File: config.mk
export PLATFORM = sky130hd
export DESIGN_NAME = lgca_ctrl
export DESIGN_NICKNAME = d
export VERILOG_FILES = /design/src/hw/rtl/lgca_pkg.sv /design/src/hw/rtl/lgca_ctrl.sv
export SDC_FILE = /design/constraint.sdc
export NUM_CORES = 1
export LEC_CHECK = 0
export BUFFER_PORTS_ARGS = -buffer_cell sky130_fd_sc_hd__buf_2
export CAP_MARGIN = 20
export CORE_AREA = 4 4 41 43
export CTS_CLUSTER_DIAMETER = 80
export DETAILED_ROUTE_END_ITERATION = 8
export DIE_AREA = 0 0 45 47
export GPL_ROUTABILITY_DRIVEN = 0
export GPL_TIMING_DRIVEN = 0
export PLACE_DENSITY = 0.34
export SYNTH_ARGS = -nofsm -noshare
export SYNTH_HDL_FRONTEND = slang
export SYNTH_SLANG_ARGS = --single-unit
File: constraint.sdc
create_clock -name clock -period 2.2 [get_ports clock]
set_input_delay 0.22 -clock clock [delete_from_list [all_inputs] [get_ports clock]]
set_output_delay 0.22 -clock clock [all_outputs]
set_load 0.01 [all_outputs]
File: src/hw/rtl/lgca_pkg.sv
// Shared types and constants for the light grid cell append unit.
// Used by every module under hw/rtl except lgca_ram; depends on nothing.
`default_nettype none

package lgca_pkg;

   // Storage sizing
   localparam int MAX_CELLS           = 32768;
   localparam int SLOTS_PER_CELL      = 32;
   localparam int SURFACE_INDEX_LIMIT = 256;

   localparam int CELL_AW  = $clog2(MAX_CELLS);
   localparam int SLOT_AW  = $clog2(SLOTS_PER_CELL);
   localparam int COUNT_W  = $clog2(SLOTS_PER_CELL + 1);
   localparam int SURF_W   = $clog2(SURFACE_INDEX_LIMIT);
   localparam int LIST_AW  = CELL_AW + SLOT_AW;
   localparam int COORD_W  = 8;
   localparam int SIZE_W   = 6;
   // x + y*sx + z*sx*sy with every term below 64 stays below 2^19
   localparam int IDX_W    = 19;
   localparam int CSR_AW   = 2;

   // Register indexes
   localparam logic [CSR_AW-1:0] CSR_GRID_X = 2'd0;
   localparam logic [CSR_AW-1:0] CSR_GRID_Y = 2'd1;
   localparam logic [CSR_AW-1:0] CSR_GRID_Z = 2'd2;

   typedef enum logic [1:0] {
      STATUS_APPENDED = 2'd0,
      STATUS_OUTSIDE  = 2'd1,
      STATUS_FULL     = 2'd2
   } status_type;

   typedef struct packed {
      logic signed [COORD_W-1:0] cell_x;
      logic signed [COORD_W-1:0] cell_y;
      logic signed [COORD_W-1:0] cell_z;
      logic [SURF_W-1:0]         light_id;
   } req_type;

   typedef struct packed {
      status_type         status;
      logic [CELL_AW-1:0] cell_index;
      logic [SLOT_AW-1:0] slot;
      logic [COUNT_W-1:0] count_after;
   } rsp_type;

   typedef struct packed {
      logic [SIZE_W-1:0] size_x;
      logic [SIZE_W-1:0] size_y;
      logic [SIZE_W-1:0] size_z;
   } grid_cfg_type;

   typedef enum logic [2:0] {
      ST_CLEAR,
      ST_IDLE,
      ST_MUL,
      ST_IDX,
      ST_READ,
      ST_UPDATE
   } state_type;

   // Controller to datapath
   typedef struct packed {
      logic clear;
      logic load;
      logic mul;
      logic idx;
      logic update;
   } dp_cmd_type;

   // Datapath to controller
   typedef struct packed {
      logic clear_done;
   } dp_status_type;

endpackage

`default_nettype wire

File: src/hw/rtl/lgca_ctrl.sv
// Sequencer for the append unit: clearing pass, then one item at a time.
// Depends on lgca_pkg.
`default_nettype none

module lgca_ctrl (
   input  wire logic                   clock,
   input  wire logic                   reset,
   input  wire logic                   start,
   input  wire lgca_pkg::dp_status_type dp_status,
   output lgca_pkg::dp_cmd_type        dp_cmd,
   output logic                        busy
);

   lgca_pkg::state_type state_ff;
   lgca_pkg::state_type state_in;

   always_ff @(posedge clock) begin
      if (reset) begin
         state_ff <= lgca_pkg::ST_CLEAR;
      end else begin
         state_ff <= state_in;
      end
   end

   always_comb begin
      state_in = state_ff;
      dp_cmd   = '0;
      busy     = 1'b1;
      case (state_ff)
         lgca_pkg::ST_CLEAR: begin
            dp_cmd.clear = 1'b1;
            if (dp_status.clear_done) begin
               state_in = lgca_pkg::ST_IDLE;
            end
         end
         lgca_pkg::ST_IDLE: begin
            busy = 1'b0;
            if (start) begin
               dp_cmd.load = 1'b1;
               state_in    = lgca_pkg::ST_MUL;
            end
         end
         lgca_pkg::ST_MUL: begin
            dp_cmd.mul = 1'b1;
            state_in   = lgca_pkg::ST_IDX;
         end
         lgca_pkg::ST_IDX: begin
            dp_cmd.idx = 1'b1;
            state_in   = lgca_pkg::ST_READ;
         end
         lgca_pkg::ST_READ: begin
            // count RAM read is in flight
            state_in = lgca_pkg::ST_UPDATE;
         end
         lgca_pkg::ST_UPDATE: begin
            dp_cmd.update = 1'b1;
            state_in      = lgca_pkg::ST_IDLE;
         end
         default: begin
            state_in = lgca_pkg::ST_IDLE;
         end
      endcase
   end

endmodule

`default_nettype wire

==> impl_metrics.toml <==
[yosys]
synth_cell_types = 15
yosysWarnings = 0
netlist_area_sq_um = 180.2
synth_nets = 25
ys_ff_latch = 3
ys_seq_area_frac = 0.3333
avgSynthCellArea_sq_um = 8.580
syn_inst = 21

[global_route]
grt_pass1_vias = 187
grt_antenna_before_repair = 0
grt_usage = 0.05126
grt_first_pass_wirelength_um = 759
grt_max_degree = 11
overflow = 0

[power]
p_int_mw = 0.1450
switching_power_mw = 0.05010
swShare = 0.2568
pwr-share-clk = 0.479
seqPwrFrac = 0.321
powerDensity_nw_per_um2 = 722.0
max-vdd-ir-drop_mv = 0.2154
p_leak_nw = 0.1286
combPwrFrac = 0.199

[critical_path]
arrival_ns = 1.13
timing.rr.end = "state_ff[0]"
cp_max_fo = 9
required_ns = 1.98
worst_setup_path_start_kind = "flip-flop"
crit_type = "flip-flop to output pin"
reg2reg_slack_ns = 1.21
r2r-start = "state_ff[1]"
r2r_cells = 2
end_kind = "output pin"

[floorplanning]
io_pins = 10
dieArea_sq_um = 2115
num_rows = 13
die_h_um = 47
die_w_um = 45
start_util = 0.1385
core-area_sq_um = 1301

[route]
first_pass_iters = 1
drc = 0
routedWlPerCell_um = 9.184
antenna_left = 0
vias_per_cell = 3.878
drt_iter0_markers = 0
drt-total-wl_um = 450
via_count = 190

[timing]
tns_ns = 0
finalCriticalPeriod_ns = 1.354
final_hold_viol_count = 0
final-setup-viol-count = 0
worstMarginPinSlew_ns = 0.2420
rsz0062_at_grt = "no"
drv_slew = 0
relSlewSlack = 0.8385
timing.final.ws_setup_ns = 0.8463
finClkSkew_ns = 0.003451
min_period_over_period = 0.6153
timing.fmax_mhz = 738.7

[final_layout]
largest_reg_flops = 3
largest-register = "state_ff"
drive_above_1_share = 0.4706
nets = 39
area_delta_synth_final_pct = 50.00
diodes = 0
reg_top3 = "state_ff: 3 flops"

[cts]
ctsHoldBuffers = 0
cts_tree = "built"
cts.sink_count = 3
clock_latency_ns = 0.23
numCtsBuffers = 3
cts_resized = 0
cts_setup_buffers = 0
htreeDepth = 1
clk_pin_slew_ns = 0.04
clockRootBuffer = "clkbuf_4"
cts_buffer_depth = 2

[placement]
hpwl_um = 358.3
pre_cts_ws_ns = 1.076
io_buffers = 9

[min_path]
hold_end = "state_ff[1]"
min_from = "reset"
worstHoldPathCells = 2
min_path_type = "primary input to flip-flop"

[status]
status = "complete, no violations"

[run]
maxCapViolCount = 0
[layout make-up]
cell class              count  area, sq um
plain buffers               1        5.005
clock buffers               4        26.28
fillers                   164         1031
multi-input cells          17        115.1
flip-flops and latches      3        60.06
well taps                  15        18.77
repair buffers              9        45.04
[synthesized netlist by cell type (all sizes together)]
master / number / area share
a221oi: 1 / 0.083
nand2b: 1 / 0.035
o21ba: 1 / 0.056
a211oi: 1 / 0.042
and3: 1 / 0.035
or2: 1 / 0.035
buf: 1 / 0.028
nor3b: 2 / 0.083
and2b: 1 / 0.042
nor2: 3 / 0.062
nand3b: 1 / 0.042
nand2: 2 / 0.042
dfxtp: 3 / 0.33
nor3: 1 / 0.028
and3b: 1 / 0.056
[worst max-delay path, cell delays in order, from the launching register on]
cell and delay (ns):
dfxtp_1 0.37, nor2_1 0.23, and3_1 0.19, buf_2 0.13
[per-stage QoR]
| stage | util | area, sq um | hold slack [ns] | instances | power (mW) |
|---|---|---|---|---|---|
| floorplan | - | 180.2 | 0.2862 | 21 | 0.08779 |
| global placement | 0.1875 | 244.0 | 0.4299 | 45 | 0.1028 |
| detailed placement | 0.1875 | 244.0 | 0.4303 | 45 | 0.1036 |
| CTS | 0.2077 | 270.3 | 0.1883 | 49 | 0.2001 |
| global route | 0.2077 | 270.3 | 0.2022 | 49 | 0.2115 |
| finish | 0.2077 | 270.3 | 0.1909 | 49 | 0.1951 |
[power by group through the flow]
stage / Sequential (mW) / Clock, mW / Combinational, mW
2_1_floorplan: 0.0623 / 0 / 0.0255
3_3_place_gp: 0.0636 / 0 / 0.0392
3_5_place_dp: 0.0637 / 0 / 0.0399
4_1_cts: 0.0629 / 0.0974 / 0.0399
5_1_grt: 0.0635 / 0.104 / 0.0439
6_report: 0.0627 / 0.0935 / 0.0389
[cell usage in the layout (no fill, tap or decap), types with 2 or more instances in the layout]
cell	instances
dfxtp_1	3
nor3b_1	2
nand2_1	2
nor2_1	3
clkbuf_4	3
buf_2	10
[how the worst max path moves through the flow]
stage,start,endpoint,slack [ns],cells after the start
after detailed placement,state_ff[1],dp_cmd[3],1.08,3
after CTS,state_ff[1],dp_cmd[3],0.83,3
final,state_ff[1],dp_cmd[3],0.85,3
after global placement,state_ff[1],dp_cmd[3],1.10,3
after global routing,state_ff[1],dp_cmd[3],0.72,3
after floorplan,state_ff[0],dp_cmd[2],1.23,2
[cell families after synthesis]
family	Yosys count	synth area share
AOI/OAI and AO/OA	3	0.1805
buffers and inverters	1	0.02775
DFF	3	0.3333
and+or+nand+nor	14	0.4584
[layer usage]
layer / vias to the layer above / GRT usage / wire (um)
li1: 99 / - / -
met1: 89 / 0.04299 / 166
met2: 2 / 0.1017 / 270
met3: 0 / 0.003831 / 12
met4: 0 / 0.05263 / 0
met5: - / 0 / 0
Note: power is estimated with default switching activity, not from simulation.
